--- config.mk ---
export PLATFORM = sky130hd
export DESIGN_NAME = block_transposition_cipher
export DESIGN_NICKNAME = d
export VERILOG_FILES = /design/src/rtl/btc_pkg.sv /design/src/rtl/block_transposition_cipher.sv /design/src/rtl/btc_ctrl.sv /design/src/rtl/btc_dp.sv
export SDC_FILE = /design/constraint.sdc
export NUM_CORES = 1
export LEC_CHECK = 0
export ABC_AREA = 1
export ABC_CLOCK_PERIOD_IN_PS = 18000
export BUFFER_PORTS_ARGS = -buffer_cell sky130_fd_sc_hd__buf_2
export CORE_ASPECT_RATIO = 0.5
export CORE_MARGIN = 5
export CORE_UTILIZATION = 53
export CTS_CLUSTER_DIAMETER = 150
export DETAILED_ROUTE_END_ITERATION = 6
export PLACE_DENSITY = 0.8
export SLEW_MARGIN = 20
export SYNTH_ARGS = -nofsm -noshare
export SYNTH_HDL_FRONTEND = slang
export SYNTH_SLANG_ARGS = --single-unit
--- constraint.sdc ---
create_clock -name clk -period 18 [get_ports clk]
set_clock_uncertainty 0.2 [all_clocks]
set_input_delay 1.8 -clock clk [delete_from_list [all_inputs] [get_ports clk]]
set_output_delay 1.8 -clock clk [all_outputs]
set_load 0.005 [all_outputs]
--- src/rtl/btc_pkg.sv ---
`default_nettype none

package btc_pkg;

    localparam int unsigned DEF_MAX_BLOCK = 16;

    localparam int unsigned BYTE_W     = 8;
    localparam int unsigned LEN_CFG_W  = 5;
    localparam int unsigned KEY_W      = 4;
    localparam int unsigned KEY_TBL_W  = 64;
    localparam int unsigned SEED_W     = 16;
    localparam int unsigned CFG_IDX_W  = 2;

    localparam logic [SEED_W-1:0] LFSR_MASK = 16'hB400;
    localparam logic [BYTE_W-1:0] PAD_BASE  = 8'd97;
    localparam int unsigned       PAD_SPAN  = 26;
    // ceil(2^21 / 26): exact quotient for any 16-bit value after a shift by 21
    localparam int unsigned       RECIP_SHIFT = 21;
    localparam logic [16:0]       PAD_RECIP   = 17'd80660;

    typedef enum logic [CFG_IDX_W-1:0] {
        REG_MODE      = 2'd0,
        REG_BLOCK_LEN = 2'd1,
        REG_KEY_TABLE = 2'd2,
        REG_PAD_SEED  = 2'd3
    } cfg_reg_t;

    typedef enum logic [1:0] {
        ST_FILL,
        ST_PAD,
        ST_SCATTER,
        ST_DRAIN
    } state_t;

    typedef struct packed {
        logic store_wr;
        logic pad_wr;
        logic scat_wr;
        logic drain_ld;
        logic idx_clr;
        logic idx_inc;
        logic idx_from_count;
        logic src_clr;
        logic blk_clr;
    } cmd_t;

    typedef struct packed {
        logic blk_done;
        logic count_full;
        logic mode_dec;
        logic idx_last;
        logic out_free;
    } status_t;

endpackage

`default_nettype wire

--- src/rtl/block_transposition_cipher.sv ---
`default_nettype none

// Channel   Dir  Signals                      Contents
// s_*       in   tvalid tready tdata tlast    message byte, tlast = end of message
// m_*       out  tvalid tready tdata tuser    transposed byte, tuser = fill flags,
//                tlast                        tlast = last byte of the block
// cfg_*     in   valid ready index data       register writes, always ready
//
// Bytes of a block are taken one per cycle while the block fills.
// When a block completes, input stalls: encrypt writes pad letters into the empty
// positions of a short block (one LFSR step each), decrypt builds the scatter map
// over all L positions; then the block drains through the output register, one load
// per position, held while m_tready stalls. The next byte is taken once the last drain load is done.
// Reset leaves the block empty; no clearing pass is needed.
module block_transposition_cipher #(
    parameter int unsigned MAX_BLOCK = btc_pkg::DEF_MAX_BLOCK
) (
    input  wire logic                               clk,
    input  wire logic                               rst_n,
    input  wire logic                               s_tvalid,
    output logic                                    s_tready,
    input  wire logic [7:0]                         s_tdata,   // [7:0] data_byte
    input  wire logic                               s_tlast,   // end_of_message
    output logic                                    m_tvalid,
    input  wire logic                               m_tready,
    output logic [7:0]                              m_tdata,   // [7:0] out_byte
    output logic [1:0]                              m_tuser,   // [0] is_fill, [1] message_last
    output logic                                    m_tlast,   // block_last
    input  wire logic                               cfg_valid,
    output logic                                    cfg_ready,
    input  wire logic [btc_pkg::CFG_IDX_W-1:0]      cfg_index,
    input  wire logic [btc_pkg::KEY_TBL_W-1:0]      cfg_data
);

    btc_pkg::cmd_t    cmd;
    btc_pkg::status_t st;
    logic             is_fill;
    logic             msg_last;

    assign cfg_ready = 1'b1;

    btc_ctrl u_ctrl (
        .clk      (clk),
        .rst_n    (rst_n),
        .in_valid (s_tvalid),
        .in_ready (s_tready),
        .st       (st),
        .cmd      (cmd)
    );

    btc_dp #(
        .MAX_BLOCK (MAX_BLOCK)
    ) u_dp (
        .clk              (clk),
        .rst_n            (rst_n),
        .in_byte          (s_tdata),
        .in_eom           (s_tlast),
        .cfg_valid        (cfg_valid),
        .cfg_index        (cfg_index),
        .cfg_data         (cfg_data),
        .cmd              (cmd),
        .st               (st),
        .out_ready        (m_tready),
        .out_valid        (m_tvalid),
        .out_byte         (m_tdata),
        .out_is_fill      (is_fill),
        .out_block_last   (m_tlast),
        .out_message_last (msg_last)
    );

    assign m_tuser = {msg_last, is_fill};

endmodule

`default_nettype wire

--- src/rtl/btc_ctrl.sv ---
`default_nettype none

module btc_ctrl (
    input  wire logic             clk,
    input  wire logic             rst_n,
    input  wire logic             in_valid,
    output logic                  in_ready,
    input  wire btc_pkg::status_t st,
    output btc_pkg::cmd_t         cmd
);

    btc_pkg::state_t state_reg;
    btc_pkg::state_t state_next;

    always_ff @(posedge clk or negedge rst_n)
    begin
        if (!rst_n)
        begin
            state_reg <= btc_pkg::ST_FILL;
        end
        else
        begin
            state_reg <= state_next;
        end
    end

    always_comb
    begin
        state_next = state_reg;
        cmd        = '0;
        in_ready   = 1'b0;
        unique case (state_reg)
            btc_pkg::ST_FILL:
            begin
                in_ready = 1'b1;
                if (in_valid)
                begin
                    cmd.store_wr = 1'b1;
                    if (st.blk_done)
                    begin
                        if (st.mode_dec)
                        begin
                            cmd.idx_clr = 1'b1;
                            cmd.src_clr = 1'b1;
                            state_next  = btc_pkg::ST_SCATTER;
                        end
                        else if (st.count_full)
                        begin
                            cmd.idx_clr = 1'b1;
                            state_next  = btc_pkg::ST_DRAIN;
                        end
                        else
                        begin
                            // pad from the first empty position up
                            cmd.idx_from_count = 1'b1;
                            state_next         = btc_pkg::ST_PAD;
                        end
                    end
                end
            end
            btc_pkg::ST_PAD:
            begin
                cmd.pad_wr = 1'b1;
                if (st.idx_last)
                begin
                    cmd.idx_clr = 1'b1;
                    state_next  = btc_pkg::ST_DRAIN;
                end
                else
                begin
                    cmd.idx_inc = 1'b1;
                end
            end
            btc_pkg::ST_SCATTER:
            begin
                cmd.scat_wr = 1'b1;
                if (st.idx_last)
                begin
                    cmd.idx_clr = 1'b1;
                    state_next  = btc_pkg::ST_DRAIN;
                end
                else
                begin
                    cmd.idx_inc = 1'b1;
                end
            end
            btc_pkg::ST_DRAIN:
            begin
                if (st.out_free)
                begin
                    cmd.drain_ld = 1'b1;
                    if (st.idx_last)
                    begin
                        cmd.idx_clr = 1'b1;
                        cmd.blk_clr = 1'b1;
                        state_next  = btc_pkg::ST_FILL;
                    end
                    else
                    begin
                        cmd.idx_inc = 1'b1;
                    end
                end
            end
            default:
            begin
                state_next = btc_pkg::ST_FILL;
            end
        endcase
    end

endmodule

`default_nettype wire

--- src/rtl/btc_dp.sv ---
`default_nettype none

module btc_dp #(
    parameter int unsigned MAX_BLOCK = btc_pkg::DEF_MAX_BLOCK
) (
    input  wire logic                                  clk,
    input  wire logic                                  rst_n,
    input  wire logic [btc_pkg::BYTE_W-1:0]            in_byte,
    input  wire logic                                  in_eom,
    input  wire logic                                  cfg_valid,
    input  wire logic [btc_pkg::CFG_IDX_W-1:0]         cfg_index,
    input  wire logic [btc_pkg::KEY_TBL_W-1:0]         cfg_data,
    input  wire btc_pkg::cmd_t                         cmd,
    output btc_pkg::status_t                           st,
    input  wire logic                                  out_ready,
    output logic                                       out_valid,
    output logic [btc_pkg::BYTE_W-1:0]                 out_byte,
    output logic                                       out_is_fill,
    output logic                                       out_block_last,
    output logic                                       out_message_last
);

    localparam int unsigned IW = $clog2(MAX_BLOCK);
    localparam int unsigned LW = $clog2(MAX_BLOCK + 1);
    localparam int unsigned EW = btc_pkg::LEN_CFG_W;

    // configuration
    logic                              mode_reg;
    logic [btc_pkg::LEN_CFG_W-1:0]     block_len_reg;
    logic [btc_pkg::KEY_TBL_W-1:0]     key_reg;
    logic [btc_pkg::SEED_W-1:0]        lfsr_reg;
    logic [btc_pkg::SEED_W-1:0]        lfsr_next;

    // block state
    logic [LW-1:0]                     fill_count_reg;
    logic                              eom_reg;
    logic [IW-1:0]                     idx_reg;
    logic [MAX_BLOCK-1:0]              src_vld_reg;
    logic [IW-1:0]                     src_reg [MAX_BLOCK];
    logic [btc_pkg::BYTE_W-1:0]        store_reg [MAX_BLOCK];

    // output register
    logic                              out_valid_reg;
    logic [btc_pkg::BYTE_W-1:0]        out_byte_reg;
    logic                              out_fill_reg;
    logic                              out_blast_reg;
    logic                              out_mlast_reg;

    logic [LW-1:0]                     len;
    logic [LW-1:0]                     pos;
    logic [LW-1:0]                     count_new;
    logic                              idx_last;
    logic [btc_pkg::KEY_W-1:0]         key_cur;
    logic                              key_ok;
    logic [32:0]                       quo_prod;
    logic [11:0]                       quo;
    logic [btc_pkg::SEED_W-1:0]        quo_x26;
    logic [btc_pkg::SEED_W-1:0]        rem16;
    logic [btc_pkg::BYTE_W-1:0]        pad_byte;
    logic [IW-1:0]                     rd_addr;
    logic [btc_pkg::BYTE_W-1:0]        drain_byte;
    logic                              drain_fill;
    logic                              src_ok;

    always_comb
    begin
        if (block_len_reg == '0)
        begin
            len = LW'(1);
        end
        else if (block_len_reg > EW'(MAX_BLOCK))
        begin
            len = LW'(MAX_BLOCK);
        end
        else
        begin
            len = block_len_reg[LW-1:0];
        end
    end

    // a shortened block length clamps the write position to the last slot
    assign pos       = (fill_count_reg >= len) ? len - LW'(1) : fill_count_reg;
    assign count_new = pos + LW'(1);
    assign idx_last  = ((LW'(idx_reg) + LW'(1)) == len);

    assign key_cur = key_reg[idx_reg * btc_pkg::KEY_W +: btc_pkg::KEY_W];
    assign key_ok  = (EW'(key_cur) < EW'(len));

    // step the Galois LFSR, then reduce mod 26 by reciprocal multiply
    assign lfsr_next = (lfsr_reg >> 1) ^ (lfsr_reg[0] ? btc_pkg::LFSR_MASK : '0);
    assign quo_prod  = 33'(lfsr_next) * 33'(btc_pkg::PAD_RECIP);
    assign quo       = quo_prod[btc_pkg::RECIP_SHIFT +: 12];
    assign quo_x26   = (16'(quo) << 4) + (16'(quo) << 3) + (16'(quo) << 1);
    assign rem16     = lfsr_next - quo_x26;
    assign pad_byte  = btc_pkg::PAD_BASE + 8'(rem16[4:0]);

    assign src_ok = src_vld_reg[idx_reg] && (LW'(src_reg[idx_reg]) < fill_count_reg);

    always_comb
    begin
        rd_addr    = '0;
        drain_fill = 1'b1;
        if (mode_reg)
        begin
            rd_addr    = src_reg[idx_reg];
            drain_fill = !src_ok;
        end
        else
        begin
            rd_addr    = key_cur[IW-1:0];
            drain_fill = !key_ok || (EW'(key_cur) >= EW'(fill_count_reg));
        end
    end

    // missing or out-of-range positions read as zero; pad letters keep their value
    always_comb
    begin
        if (mode_reg ? src_ok : key_ok)
        begin
            drain_byte = store_reg[rd_addr];
        end
        else
        begin
            drain_byte = '0;
        end
    end

    always_ff @(posedge clk or negedge rst_n)
    begin
        if (!rst_n)
        begin
            mode_reg      <= 1'b0;
            block_len_reg <= 5'd16;
            key_reg       <= '0;
            lfsr_reg      <= 16'd1;
        end
        else
        begin
            if (cfg_valid)
            begin
                unique case (btc_pkg::cfg_reg_t'(cfg_index))
                    btc_pkg::REG_MODE:      mode_reg      <= cfg_data[0];
                    btc_pkg::REG_BLOCK_LEN: block_len_reg <= cfg_data[btc_pkg::LEN_CFG_W-1:0];
                    btc_pkg::REG_KEY_TABLE: key_reg       <= cfg_data;
                    btc_pkg::REG_PAD_SEED:
                    begin
                        // a zero seed would lock the LFSR
                        lfsr_reg <= (cfg_data[btc_pkg::SEED_W-1:0] == '0) ?
                                    16'd1 : cfg_data[btc_pkg::SEED_W-1:0];
                    end
                    default: ;
                endcase
            end
            else if (cmd.pad_wr)
            begin
                lfsr_reg <= lfsr_next;
            end
        end
    end

    always_ff @(posedge clk or negedge rst_n)
    begin
        if (!rst_n)
        begin
            fill_count_reg <= '0;
            eom_reg        <= 1'b0;
            idx_reg        <= '0;
            src_vld_reg    <= '0;
            out_valid_reg  <= 1'b0;
        end
        else
        begin
            if (cmd.blk_clr)
            begin
                fill_count_reg <= '0;
            end
            else if (cmd.store_wr)
            begin
                fill_count_reg <= count_new;
                eom_reg        <= in_eom;
            end

            if (cmd.idx_clr)
            begin
                idx_reg <= '0;
            end
            else if (cmd.idx_from_count)
            begin
                idx_reg <= count_new[IW-1:0];
            end
            else if (cmd.idx_inc)
            begin
                idx_reg <= idx_reg + IW'(1);
            end

            if (cmd.src_clr)
            begin
                src_vld_reg <= '0;
            end
            else if (cmd.scat_wr && key_ok)
            begin
                src_vld_reg[key_cur[IW-1:0]] <= 1'b1;
            end

            if (cmd.drain_ld)
            begin
                out_valid_reg <= 1'b1;
            end
            else if (out_ready)
            begin
                out_valid_reg <= 1'b0;
            end
        end
    end

    always_ff @(posedge clk)
    begin
        if (cmd.store_wr)
        begin
            store_reg[pos[IW-1:0]] <= in_byte;
        end
        else if (cmd.pad_wr)
        begin
            store_reg[idx_reg] <= pad_byte;
        end

        // later source index overwrites: highest one wins
        if (cmd.scat_wr && key_ok)
        begin
            src_reg[key_cur[IW-1:0]] <= idx_reg;
        end

        if (cmd.drain_ld)
        begin
            out_byte_reg  <= drain_byte;
            out_fill_reg  <= drain_fill;
            out_blast_reg <= idx_last;
            out_mlast_reg <= idx_last && eom_reg;
        end
    end

    assign st.blk_done   = (count_new >= len) || in_eom;
    assign st.count_full = (count_new >= len);
    assign st.mode_dec   = mode_reg;
    assign st.idx_last   = idx_last;
    assign st.out_free   = !out_valid_reg || out_ready;

    assign out_valid        = out_valid_reg;
    assign out_byte         = out_byte_reg;
    assign out_is_fill      = out_fill_reg;
    assign out_block_last   = out_blast_reg;
    assign out_message_last = out_mlast_reg;

endmodule

`default_nettype wire

Word-level counts from Yosys, hierarchy flattened

Memory sizes are Yosys's and may differ from the RTL's. A register that Yosys moved wholly into a read port is not among the register bits.
Index checks and enable logic that the tools add are counted.
Widths: inputs -> output; s select.

Add/sub/neg operators: 8
Multipliers: 1
Div/mod/pow operators: 0
$lt $le $gt $ge: 9
Equal/unequal tests: 13
Shift-type cells: 1
Muxes and demuxes: 65
Bitwise gates (word level): 3
Reductions and logical operators: 28

Operator list:

| kind                   | number |
|---|---|
| $mux 16                | 7 |
| $shiftx 64x7->4        | 1 |
| $mux 1                 | 31 |
| $mux 5                 | 5 |
| $mul 16x15->23 const B | 1 |
| $mux 2                 | 10 |
| $mux 4                 | 5 |
| $logic_not 16->1       | 1 |
| $or 16x16->16          | 1 |
| $xor 15x16->16         | 1 |
| $add 5x5->5            | 2 |
| $ge 5x5->1             | 2 |
| $lt 4x5->1             | 2 |
| $lt 4x5->1 const B     | 2 |
| $reduce_and 2->1       | 5 |
| $add 7x5->8 const A    | 1 |
| $eq 2x2->1 const B     | 4 |
| $mux 8                 | 1 |
| $reduce_bool 2->1      | 4 |
| $reduce_or 8->1        | 1 |
| $ne 2x1->1 const B     | 3 |
| $ne 2x2->1 const B     | 3 |
| $pmux 2 s3             | 1 |
| $add 4x1->5 const B    | 1 |
| other kinds (23)       | 33 |

Register bits after elaboration: 118
Bits in latches: 0
Memory bits (writable): 192
Memory bits (read-only): 0
Bits of input ports: 80
Output and inout bits: 14
Memories: 2

Memory list:

| memory         | depth | bits a word | read ports | clocked after memory_dff | write ports | line         | source |
|---|---|---|---|---|---|---|---|
| u_dp.store_reg | 16    | 8           | 1          | 1                        | 1           | btc_dp.sv:40 | `logic [btc_pkg::BYTE_W-1:0] store_reg [MAX_BLOCK];` |
| u_dp.src_reg   | 16    | 4           | 1          | 0                        | 1           | btc_dp.sv:39 | `logic [IW-1:0] src_reg [MAX_BLOCK];` |

Longest topological paths before layout

Gate-level depths: netlist of run 1.

Depth in word-level cells: 14
Depth in mapped cells: 39
Mapped depth without buffers: 39

Modules after synthesis

A second synthesis of run 1 with hierarchy kept.

Cells, all modules: 1962
Area total of the unflattened synthesis: 18940.7 um^2

By module, submodules not included:

| module                     | instances | cells each | area each (um^2) | seq. area each (um^2) |
|---|---|---|---|---|
| btc_dp                     | 1         | 1911       | 18622.9          | 8926.1 |
| btc_ctrl                   | 1         | 47         | 291.5            | 50.0 |
| block_transposition_cipher | 1         | 4          | 26.3             | 0.0 |

Worst setup path before layout of run 1

OpenSTA, ideal clock, no wires.

Path kind: register to register
Start point: register u_dp.lfsr_reg[0] (netlist bit)
End point: memory u_dp.store_reg[0][3] (netlist bit), data pin
Library setup time: 0.303 ns
Data arrival time: 6.656 ns
Data required time: 17.497 ns
Path slack: 10.841 ns
Cell stages (with the launch flop): 28
Buffers on the path: 1
Period minus slack after synthesis: 7.159 ns
Cell sequence: dfstp_2 buf_2 inv_1 nand2_1 nand2_1 ha_1 fa_1 fa_1 fa_1 inv_1 fa_1 fa_1 inv_1 ha_1 a21oi_1 o21ai_0 a21oi_1 nand2_1 nand2_1 nand2_1 ha_1 ha_1 inv_1 ha_1 nand3b_1 nand2_1 nand4_1 a31oi_1

Longest elaborated chain between the ends: 8

Ends and longest elaborated chain:

| element                     | line          | source |
|---|---|---|
| start, declared             | btc_dp.sv:31  | `logic [btc_pkg::SEED_W-1:0] lfsr_reg;` |
| start signal, assigned      | btc_dp.sv:148 | `lfsr_reg <= (cfg_data[btc_pkg::SEED_W-1:0] == '0) ?` |
| start signal, assigned      | btc_dp.sv:156 | `lfsr_reg <= lfsr_next;` |
| $mux 16 (*)                 | btc_dp.sv:90  | `assign lfsr_next = (lfsr_reg >> 1) ^ (lfsr_reg[0] ? btc_pkg::LFSR_MASK : '0);` |
| $xor 15x16->16 (*)          | btc_dp.sv:90  |  |
| $mul 16x15->23 (*)          | btc_dp.sv:91  | `assign quo_prod = 33'(lfsr_next) * 33'(btc_pkg::PAD_RECIP);` |
| $add 5x5->5                 | btc_dp.sv:93  | `assign quo_x26 = (16'(quo) << 4) + (16'(quo) << 3) + (16'(quo) << 1);` |
| $add 5x5->5 (*)             | btc_dp.sv:93  |  |
| $sub 5x5->5 (*)             | btc_dp.sv:94  | `assign rem16 = lfsr_next - quo_x26;` |
| $add 7x5->8 (*)             | btc_dp.sv:95  | `assign pad_byte = btc_pkg::PAD_BASE + 8'(rem16[4:0]);` |
| $mux 8 (no source line) (*) | -             |  |
| end, declared               | btc_dp.sv:40  |  |

Mark *: on every way between the ends. The rest lies on a longest branch, timed or not.

Worst setup path after layout of run 1

Start point: register u_dp.lfsr_reg[0] (netlist bit)
End point: memory u_dp.store_reg[3][4] (netlist bit), data pin

The elaborated chain is that of the path after synthesis.

==> results of run 1 <==
[placed cells by master, fill, tap and decap left out, drive strengths merged, types with 2 or more instances in the layout]
cell,n
nand2,364
inv,261
edfxtp,203
nand3,173
o21ai,144
nor2,138
ha,125
dfrtp,113
buf,106
fa,58
a21oi,48
mux2,42
clkbuf,34
o211ai,26
nand3b,25
o21a,20
o22ai,14
xor2,14
o221ai,12
nand4,11
clkinv,11
xnor2,10
diode,7
bufinv,4
nor3,4
a21o,3
nor4,3
clkinvlp,3
o21bai,3
o31ai,3
or2,2
a31oi,2
a221oi,2
nor3b,2
dfstp,2
[through the flow]
stage / cell area, um^2 / hold WS (ns) / setup slack (ns)
detailed placement: 19400 / 0.271 / 10.26
finish: 20500 / 0.290 / 10.18
global route: 20500 / 0.306 / 9.66
floorplan: 18800 / 0.248 / 10.84
CTS: 20400 / 0.287 / 10.24
global placement: 19400 / 0.262 / 10.45
[metal layers]
metal / part of all wire [%] / vias up / global-route usage [%]
met5: 0 / - / 0
met4: 2.8 / 0 / 7.85
met3: 9.2 / 102 / 4.64
met2: 46 / 662 / 37.3
met1: 42 / 6753 / 31.6
li1: - / 6554 / -
[layout make-up]
| type | count | area, um^2 |
|---|---|---|
| repair buffers | 106 | 568 |
| diodes | 7 | 17.5 |
| well taps | 475 | 594 |
| fillers | 2753 | 14300 |
| flip-flops and latches | 318 | 8980 |
| clock inverters | 19 | 221 |
| multi-input cells | 1256 | 8340 |
| inverters | 260 | 976 |
| clock buffers | 34 | 764 |
[worst max-delay path, delay by kind of cell, from the launching register on]
family | cells | cell delay (ns)
adders and majority gates | 10 | 4.18
and+or+nand+nor | 12 | 1.37
AOI/OAI and AO/OA | 4 | 0.69
DFF | 1 | 0.64
buffers and inverters | 6 | 0.38
[worst min path at each step]
| stage | endpoint | slack (ns) | depth (start not counted) |
|---|---|---|---|
| 4_1_cts | u_dp.key_reg[11] | 0.29 | 2 |
| 6_report | u_dp.key_reg[6] | 0.29 | 2 |
| 5_1_grt | u_dp.src_vld_reg[7] | 0.31 | 1 |
| 3_5_place_dp | u_dp.key_reg[11] | 0.27 | 2 |
| 3_3_place_gp | u_dp.key_reg[5] | 0.26 | 2 |
| 2_1_floorplan | u_dp.key_reg[11] | 0.25 | 2 |
[synth_stat cells, drive strengths merged]
library cell	instances	area, um^2
a22oi	1	7.51
a221oi	2	17.5
and2	1	6.26
a211oi	1	7.51
o22ai	14	87.6
o32ai	1	8.76
nand3b	25	188
inv	259	972
nand4	11	68.8
xor2	14	123
o211ai	26	215
a21o	3	22.5
a31oi	2	12.5
conb	1	3.75
fa	58	1160
o21ai	144	754
xnor2	10	87.6
or3	1	6.26
edfxtp	203	6100
dfstp	2	52.6
ha	125	1560
nor3	4	25.0
dfrtp	113	2830
nor4	3	18.8
o21bai	3	26.3
clkbuf	17	63.8
or2	2	12.5
mux2	42	473
buf	64	508
a221o	1	10.0
a21oi	48	244
clkinv	1	3.75
nor2	138	596
nand2	364	1390
o21a	20	150
o31ai	3	22.5
a21boi	1	7.51
nor3b	2	15.0
o221ai	12	105
nand3	173	876
[logic make-up (layout without fill, tap and decap cells)]
family	Yosys count	count (layout)	synth area share [%]
XOR/XNOR	24	24	1.12
buffers and inverters	341	419	8.22
AND/OR/NAND/NOR	724	724	17.0
adder cells (fa/ha/maj)	183	183	14.5
other	1	8	0.0199
multiplexers	42	42	2.51
flip-flops	318	318	47.7
AO/OA/AOI/OAI	282	282	9.02
==> metrics.md, run 1 <==
| Metric | Value |
|---|---|
| Final wirelength | `~46 mm` |
| Pin count of the biggest net entering global routing | `87` |
| DRC violations left | `7` |
| Area of the core | `between 0.03 and 0.04 mm^2` |
| Cell repeated most along the worst path | `nand2_1` |
| Cells after DPL | `about 2400` |
| Reg2reg setup slack | `around 10 ns` |
| Worst reg2reg path depth | `32` |
| Total global routing overflow | `0` |
| Setup Crit Path Kind | `reg -> reg` |
| Status | `finished with violations` |
| Final TNS setup | `0 ns` |
| Clock Tree Buf Depth | `3` |
| Vias | `about 14000` |
| CP Max Fanout | `16` |
| Postcts setup bufs | `0` |
| DRT antenna net count | `0` |
| Slew @ Worst Pin | `about 1.1 ns` |
| Final Setup Violations | `0` |
| Num CTS Buffers | `29` |
| Initial Util | `54.2%` |
| Clock Latency Late Sink | `0.58 ns` |
| FF+latch count, synth | `318` |
| Setup crit end kind | `flip-flop` |
| Mean Syn Cell Area | `9.84 um^2` |
| Fin. max-slew vios | `0` |
| Reg2reg start | `u_dp.lfsr_reg[0]` |
| Cells after Synth | `1915` |
| DIE HEIGHT | `approximately 140 um` |
| CTS tree | `yes` |
| Crit path launch | `u_dp.lfsr_reg[0]` |
| DR iter-0 viols | `around 1600` |
| Hold Path Class | `reg -> reg` |
| Crit-path max cell delay | `~0.64 ns` |
| Syn_nets | `2178` |
| Critical path required time | `roughly 18 ns` |
| Root buffer cell | `clkbuf_16` |
| Post-DP HPWL | `31.0 mm` |
| Max cap viols | `0` |
| Seq/Total Area, Yosys | `a little under half` |
| Final hold viol count | `0` |
| H-tree Lvls | `1` |
| Period utilization | `between 40% and 50%` |
| Ports | `94` |
| Failing checks | `design-rule violations` |
| Crit path DAT | `7.83 ns` |
| Gp weighted congestion | `about 0.90` |
| Routed vias/inst | `~5.7` |
| Crit path capture | `u_dp.store_reg[3][4]` |
| Crit start category | `flip-flop` |
| Die outline width | `about 280 um` |
| RSZ-0062 raised after global routing | `no` |
| Warnings, synthesis | `0` |
| Average wire per cell in the routed design | `18.6 um` |
| Area Growth Syn to Fin | `8.62%` |
| Mapped cell area | `0.0188 mm^2` |
| Clock Sink Count | `318` |
| Peak Freq | `around 130 MHz` |
| Pre-Repair DR Iteration Count | `7` |
| Max-slew headroom | `roughly a quarter` |
| # resized after CTS | `0` |
| Fin util | `between 50 and 60%` |
| Count of different cell masters after synthesis | `57` |
| Total GRT Usage | `between 20 and 25%` |
| Crit-path slowest cell | `dfstp_2` |
| Layout Cells excl Fill | `approximately 2500` |
| Cell row count | `48` |
| Cts hold-fix bufs | `0` |
| Vias in the first global route | `13700` |
| Layout cells sized above 1 | `around an eighth` |
| R2R Path End | `u_dp.store_reg[3][4]` |
| Worst-path clk slew | `~0.070 ns` |
| Final critical-path required period | `7.82 ns` |
| Antenna violations before repair | `6` |
| Global-route wire length before repair | `73.5 mm` |
| Port Buffers | `slightly above 90` |
| # nets final | `2234` |
| Die ar. | `between 0.03 and 0.04 mm^2` |
| Hold Crit Start | `u_dp.key_reg[6]` |
| Max FFs per register | `about 130` |
Power of run 1 is not shown: default switching activity piles up to over one toggle a cycle in this logic, so the estimate is an artifact.
==> run 2, diff against run 1 <==
--- a/config.mk
+++ b/config.mk
@@ -5,15 +5,15 @@
 export SDC_FILE = /design/constraint.sdc
 export NUM_CORES = 1
 export LEC_CHECK = 0
-export ABC_AREA = 1
-export ABC_CLOCK_PERIOD_IN_PS = 18000
+export ABC_AREA = 0
+export ABC_CLOCK_PERIOD_IN_PS = 8000
 export BUFFER_PORTS_ARGS = -buffer_cell sky130_fd_sc_hd__buf_2
 export CORE_ASPECT_RATIO = 0.5
 export CORE_MARGIN = 5
 export CORE_UTILIZATION = 53
 export CTS_CLUSTER_DIAMETER = 150
 export DETAILED_ROUTE_END_ITERATION = 6
-export PLACE_DENSITY = 0.8
+export PLACE_DENSITY = 0.81
 export SLEW_MARGIN = 20
 export SYNTH_ARGS = -nofsm -noshare
 export SYNTH_HDL_FRONTEND = slang
==> constraint.sdc (replaced) <==
create_clock -name clk -period 8 [get_ports clk]
set_clock_uncertainty 0.2 [all_clocks]
set_input_delay 0.8 -clock clk [delete_from_list [all_inputs] [get_ports clk]]
set_output_delay 0.8 -clock clk [all_outputs]
set_load 0.005 [all_outputs]
==> metrics.md, run 2 <==
| Metric | Value |
|---|---|
| Area Growth Syn to Fin | `13.1%` |
| Post-synth EDFFs | `a little over 200` |
| Multi-input logic area | `between 0.008 and 0.009 mm^2` |
| Average wire per cell in the routed design | `between 20 and 25 um` |
| Crit-path slowest cell | `fa_1` |
| Fillcell total | `about 2400` |
| Vias | `between 10000 and 15000` |
| Setup Crit Path Kind | `reg -> reg` |
| Cell row count | `47` |
| Cell repeated most along the worst path | `fa_1` |
| Warnings, synthesis | `0` |
| Layout Cells excl Fill | `roughly 1900` |
| Die outline width | `around 270 um` |
| H-tree Lvls | `1` |
| Count of different cell masters after synthesis | `60` |
| Setup crit end kind | `flip-flop` |
| Dominant cells by area after synthesis | `edfxtp_1 35%, dfrtp_1 16%, ha_1 8.9%` |
| Port Buffers | `92` |
| Commonest non-fill, non-tap cell in the layout | `edfxtp_1` |
| Initial Util | `between 50% and 60%` |
| Synth cell count leaders | `203 x edfxtp_1, 133 x inv_1, 125 x ha_1` |
| Status | `finished clean` |
| Cells after DPL | `roughly 1800` |
| Area of the core | `0.0329 mm^2` |
| Cells after Synth | `around 1300` |
| Mapped cell area | `between 0.015 and 0.02 mm^2` |
| Critical path required time | `about 8.2 ns` |
| FF+latch count, synth | `~320` |
| Mean Syn Cell Area | `roughly 14 um^2` |
| Cts hold-fix bufs | `0` |
| Global-route wire length before repair | `63.9 mm` |
| Pin count of the biggest net entering global routing | `just over 70` |
| Clock Tree Buf Depth | `3` |
| Async S/R FF share, synth | `36.2%` |
| Final critical-path required period | `7.81 ns` |
| Predominant post-synthesis flop cell | `edfxtp_1` |
| Worst-path clk slew | `0.08 ns` |
| Clock Latency Late Sink | `about 0.56 ns` |
| Yosys top cell by area | `edfxtp_1` |
| Routed vias/inst | `around 5.8` |
| Reg area | `between 0.008 and 0.009 mm^2` |
| Fin. max-slew vios | `0` |
| Num CTS Buffers | `28` |
| # nets final | `1668` |
| Max cap viols | `0` |
| Hold Path Class | `in -> async` |
| Antenna violations before repair | `2` |
| Layout cells sized above 1 | `about a quarter` |
| Reg2reg setup slack | `roughly 0.19 ns` |
| Final TNS setup | `0 ns` |
| Final wirelength | `around 41 mm` |
| Worst reg2reg path depth | `31` |
| CP Max Fanout | `8` |
| Post-DP HPWL | `roughly 29 mm` |
| Syn_nets | `about 1500` |
| Clock Sink Count | `~320` |
| Ports | `94` |
| DIE HEIGHT | `between 100 and 150 um` |
| Max-slew headroom | `between 20% and 30%` |
| Total global routing overflow | `0` |
| Crit-path max cell delay | `around 0.52 ns` |
| Most frequent cells in the layout | `203 x edfxtp_1, 129 x inv_1, 118 x ha_1` |
| Gp weighted congestion | `around 0.93` |
| Seq/Total Area, Yosys | `just over 50%` |
| DR iter-0 viols | `964` |
| Area share of the largest cell type after synthesis | `a little over a third` |
| # diodes | `0` |
| Crit path DAT | `about 8 ns` |
| Peak Freq | `around 130 MHz` |
| Root buffer cell | `clkbuf_16` |
| Pre-Repair DR Iteration Count | `6` |
| Period utilization | `between 90% and 100%` |
| DRT antenna net count | `0` |
| Top-count cell post-synth | `edfxtp_1` |
| Slew @ Worst Pin | `about 1.1 ns` |
| CTS tree | `yes` |
| Die ar. | `about 0.037 mm^2` |
| Total GRT Usage | `between 20% and 30%` |
| Vias in the first global route | `around 12000` |
| Crit start category | `flip-flop` |
| Final Setup Violations | `0` |
| DRC violations left | `0` |
| Final hold viol count | `0` |
| Max FFs per register | `approximately 130` |
-- run 2: cell types whose count changed after synthesis, moves of 53 or more --
cell	delta
mux2i_1	+96
inv_1	-119
nor2_1	-53
nand2_1	-306
o21ai_0	-73
nand3_1	-164
-- run 2: stage by stage --
stage	instance area [um^2]	hold slack (ns)	util (%)	worst slack [ns]
final	19900	0.0456	60.4	0.188
after floorplan	17600	0.249	-	0.000143
after global routing	19900	0.0945	60.4	-0.0942
after detailed placement	18700	0.272	56.9	-0.208
after global placement	18700	0.268	56.9	-0.00700
after CTS	19700	0.0495	59.8	0.0372
-- run 2: logic make-up after synthesis --
family / synth area share, %
other: 0.0214
adder cells (fa/ha/maj): 15.5
AND/OR/NAND/NOR: 5.22
buffers and inverters: 4.54
AO/OA/AOI/OAI: 5.87
XOR/XNOR: 1.70
flip-flops: 51.1
multiplexers: 16.0
-- run 2: area by class of cell --
cell class,instances,area share [%]
Clock buffer,40,4.00
Clock inverter,12,0.460
Inverter,135,2.55
Multi-Input combinational cell,782,40.4
Sequential cell,318,45.2
Tap cell,441,2.78
Timing Repair Buffer,140,4.56
-- run 2: what timing repair did --
item / CTS / global route
resized for setup: 6 / 28
gates cloned: 1 / 1
buffers inserted: 1 / 5
endpoints found under the setup margin: 64 / 64
pin swaps: 6 / 34
-- run 2: final timing paths --
kind                                       start               endpoint
worst min register to register      u_dp.eom_reg           u_dp.eom_reg
worst min-delay path                       rst_n       u_dp.key_reg[45]
min in group clk                    cfg_data[25]       u_dp.key_reg[25]
worst max register to register  u_dp.lfsr_reg[5]  u_dp.store_reg[12][4]
max in group asynchronous                  rst_n        u_dp.idx_reg[1]
worst max-delay path            u_dp.lfsr_reg[5]  u_dp.store_reg[12][4]
-- run 2: routing by layer --
metal	wire (um)	track usage (%)	up-vias
met2	20300	36.2	390
li1	-	-	4898
met5	13	0	-
met1	17100	30.0	5490
met4	1010	5.55	2
met3	2250	3.76	83
-- run 2: critical path, delay by kind of cell (launching register included) --
family | cells | cell delay [ns]
flops | 1 | 0.46
buf+inv | 7 | 0.62
fa+ha+maj | 10 | 3.88
xor+xnor | 4 | 0.52
compound gates | 5 | 0.86
simple gates | 5 | 1.09
Power of run 2 is left out for the same reason.
==> run 3, diff against run 2 <==
--- a/config.mk
+++ b/config.mk
@@ -14,6 +14,7 @@
 export CTS_CLUSTER_DIAMETER = 150
 export DETAILED_ROUTE_END_ITERATION = 6
 export PLACE_DENSITY = 0.81
+export SETUP_SLACK_MARGIN = 0.2
 export SLEW_MARGIN = 20
 export SYNTH_ARGS = -nofsm -noshare
 export SYNTH_HDL_FRONTEND = slang
==> metrics.md, run 3 (synthesis gave the netlist of run 2 again) <==
| Metric | Value |
|---|---|
| Status | `finished with violations` |
| Failing checks | `negative setup slack` |
| Vias | `11100` |
| Clock Sink Count | `318` |
| Peak Freq | `125 MHz` |
| Commonest non-fill, non-tap cell in the layout | `edfxtp_1` |
| Clock Tree Buf Depth | `3` |
| Average wire per cell in the routed design | `22.1 um` |
| Area Growth Syn to Fin | `13.5%` |
| Crit path buf inv count | `7` |
| Most frequent cells in the layout | `203 x edfxtp_1, 124 x inv_1, 118 x ha_1` |
| DRC violations left | `0` |
| Final wirelength | `a little over 40 mm` |
| Initial Util | `53.4%` |
| Post-DP HPWL | `between 20 and 30 mm` |
| Worst-path clk slew | `0.08 ns` |
| Post-DP Area | `0.0187 mm^2` |
| Final hold viol count | `0` |
| Cell row count | `47` |
| Total GRT Usage | `approximately 22%` |
| Global-route wire length before repair | `about 65 mm` |
| Vias in the first global route | `approximately 12000` |
| Setup crit end kind | `flip-flop` |
| Slew @ Worst Pin | `approximately 1.1 ns` |
| Setup Crit Path Kind | `reg -> reg` |
| Critical path required time | `8.23 ns` |
| Worst reg2reg path depth | `32` |
| Cell repeated most along the worst path | `xnor2_1` |
| # nets final | `between 1500 and 2000` |
| Num CTS Buffers | `28` |
| Final critical-path required period | `between 8 and 9 ns` |
| Worst path depth | `32` |
| Port Buffers | `92` |
| Routed vias/inst | `between 5 and 6` |
| Period utilization | `100%` |
| Fin. max-slew vios | `0` |
| Max-slew headroom | `around a quarter` |
| RSZ-0062 raised after global routing | `yes` |
| Design area | `0.0199 mm^2` |
| DR iter-0 viols | `slightly below 1000` |
| Pin count of the biggest net entering global routing | `between 70 and 80` |
| Clock Latency Late Sink | `about 0.56 ns` |
| CTS tree | `yes` |
| Antenna violations before repair | `1` |
| Ports | `94` |
| Layout cells sized above 1 | `about a quarter` |
| Fin util | `60.6%` |
| Max cap viols | `0` |
| Total global routing overflow | `0` |
| Pre-Repair DR Iteration Count | `5` |
| Setup WS post-layout | `-0.0109 ns` |
| Final TNS setup | `-0.0761 ns` |
| Hold Path Class | `in -> async` |
| DIE HEIGHT | `139 um` |
| CP Max Fanout | `8` |
| Crit start category | `flip-flop` |
| Crit-path max cell delay | `about 0.62 ns` |
| Layout Cells excl Fill | `between 1500 and 2000` |
| Crit path DAT | `between 8 and 9 ns` |
| Cells after DPL | `around 1800` |
| Crit path max-delay family | `adder cells` |
| Gp weighted congestion | `between 0.9 and 1` |
| Final Setup Violations | `8` |
| Die outline width | `between 200 and 300 um` |
| Area of the core | `0.0329 mm^2` |
| Die ar. | `between 0.03 and 0.04 mm^2` |
| H-tree Lvls | `1` |
| DRT antenna net count | `0` |
| Cts hold-fix bufs | `0` |
| Crit-path slowest cell | `dfstp_2` |
| Max FFs per register | `between 100 and 150` |
| Root buffer cell | `clkbuf_16` |
[run 3: changes by cell type in the layout (fill, tap and decap cells not counted), moves of 2 or more]
cell | before | now
clkinv_1 | 2 | 6
clkbuf_4 | 2 | 0
nand3_4 | 0 | 2
clkinvlp_4 | 0 | 2
clkbuf_8 | 2 | 0
buf_4 | 39 | 45
inv_2 | 6 | 11
clkinv_2 | 6 | 8
inv_1 | 129 | 124
clkbuf_1 | 7 | 3
[run 3: what timing repair did]
action | CTS | global route
setup buffers | 8 | 5
setup endpoints to repair | 64 | 64
cloned | 2 | 1
resized for setup | 13 | 27
pin swaps | 5 | 13
[run 3: per-layer routing]
metal | track usage [%] | vias to the layer above | wire (um)
met5 | 0 | - | 0
met4 | 7.38 | 0 | 1460
met3 | 3.60 | 94 | 2700
met2 | 36.5 | 415 | 20200
met1 | 30.3 | 5659 | 17100
li1 | - | 4911 | -
[run 3: final timing paths]
check	startpoint	end	slack (ns)
max	u_dp.lfsr_reg[0]	u_dp.store_reg[10][5]	-0.01
min	rst_n	u_dp.key_reg[37]	0.06
max reg2reg	u_dp.lfsr_reg[0]	u_dp.store_reg[10][5]	-0.01
min reg2reg	u_dp.eom_reg	u_dp.eom_reg	0.28
max in group asynchronous	rst_n	u_dp.idx_reg[1]	6.12
min in group clk	u_dp.eom_reg	u_dp.eom_reg	0.28
[run 3: final cells by class]
class | instances | area (um^2)
sequential | 318 | 8980
fill | 2363 | 12900
inverter | 135 | 507
tap | 441 | 552
multi-input combinational | 782 | 8040
clock buffer | 32 | 737
clock inverter | 19 | 128
antenna | 1 | 2.50
timing repair buffer | 148 | 986
[run 3: per-stage QoR]
stage	hold slack [ns]	worst slack, ns
2_1_floorplan	0.249	0.216
3_3_place_gp	0.268	0.0583
3_5_place_dp	0.271	-0.159
4_1_cts	0.0516	0.0657
5_1_grt	0.0895	-0.256
6_report	0.0566	-0.0109
[run 3: worst reg2reg max path, delay by kind of cell (launching register included)]
kind	cells	cell delay [ns]
flip-flops	1	0.62
AO/OA/AOI/OAI	4	0.69
XOR/XNOR	8	1.16
adder cells (fa/ha/maj)	9	3.26
AND/OR/NAND/NOR	4	1.34
buffers and inverters	7	0.62
Power of run 3 is left out for the same reason.
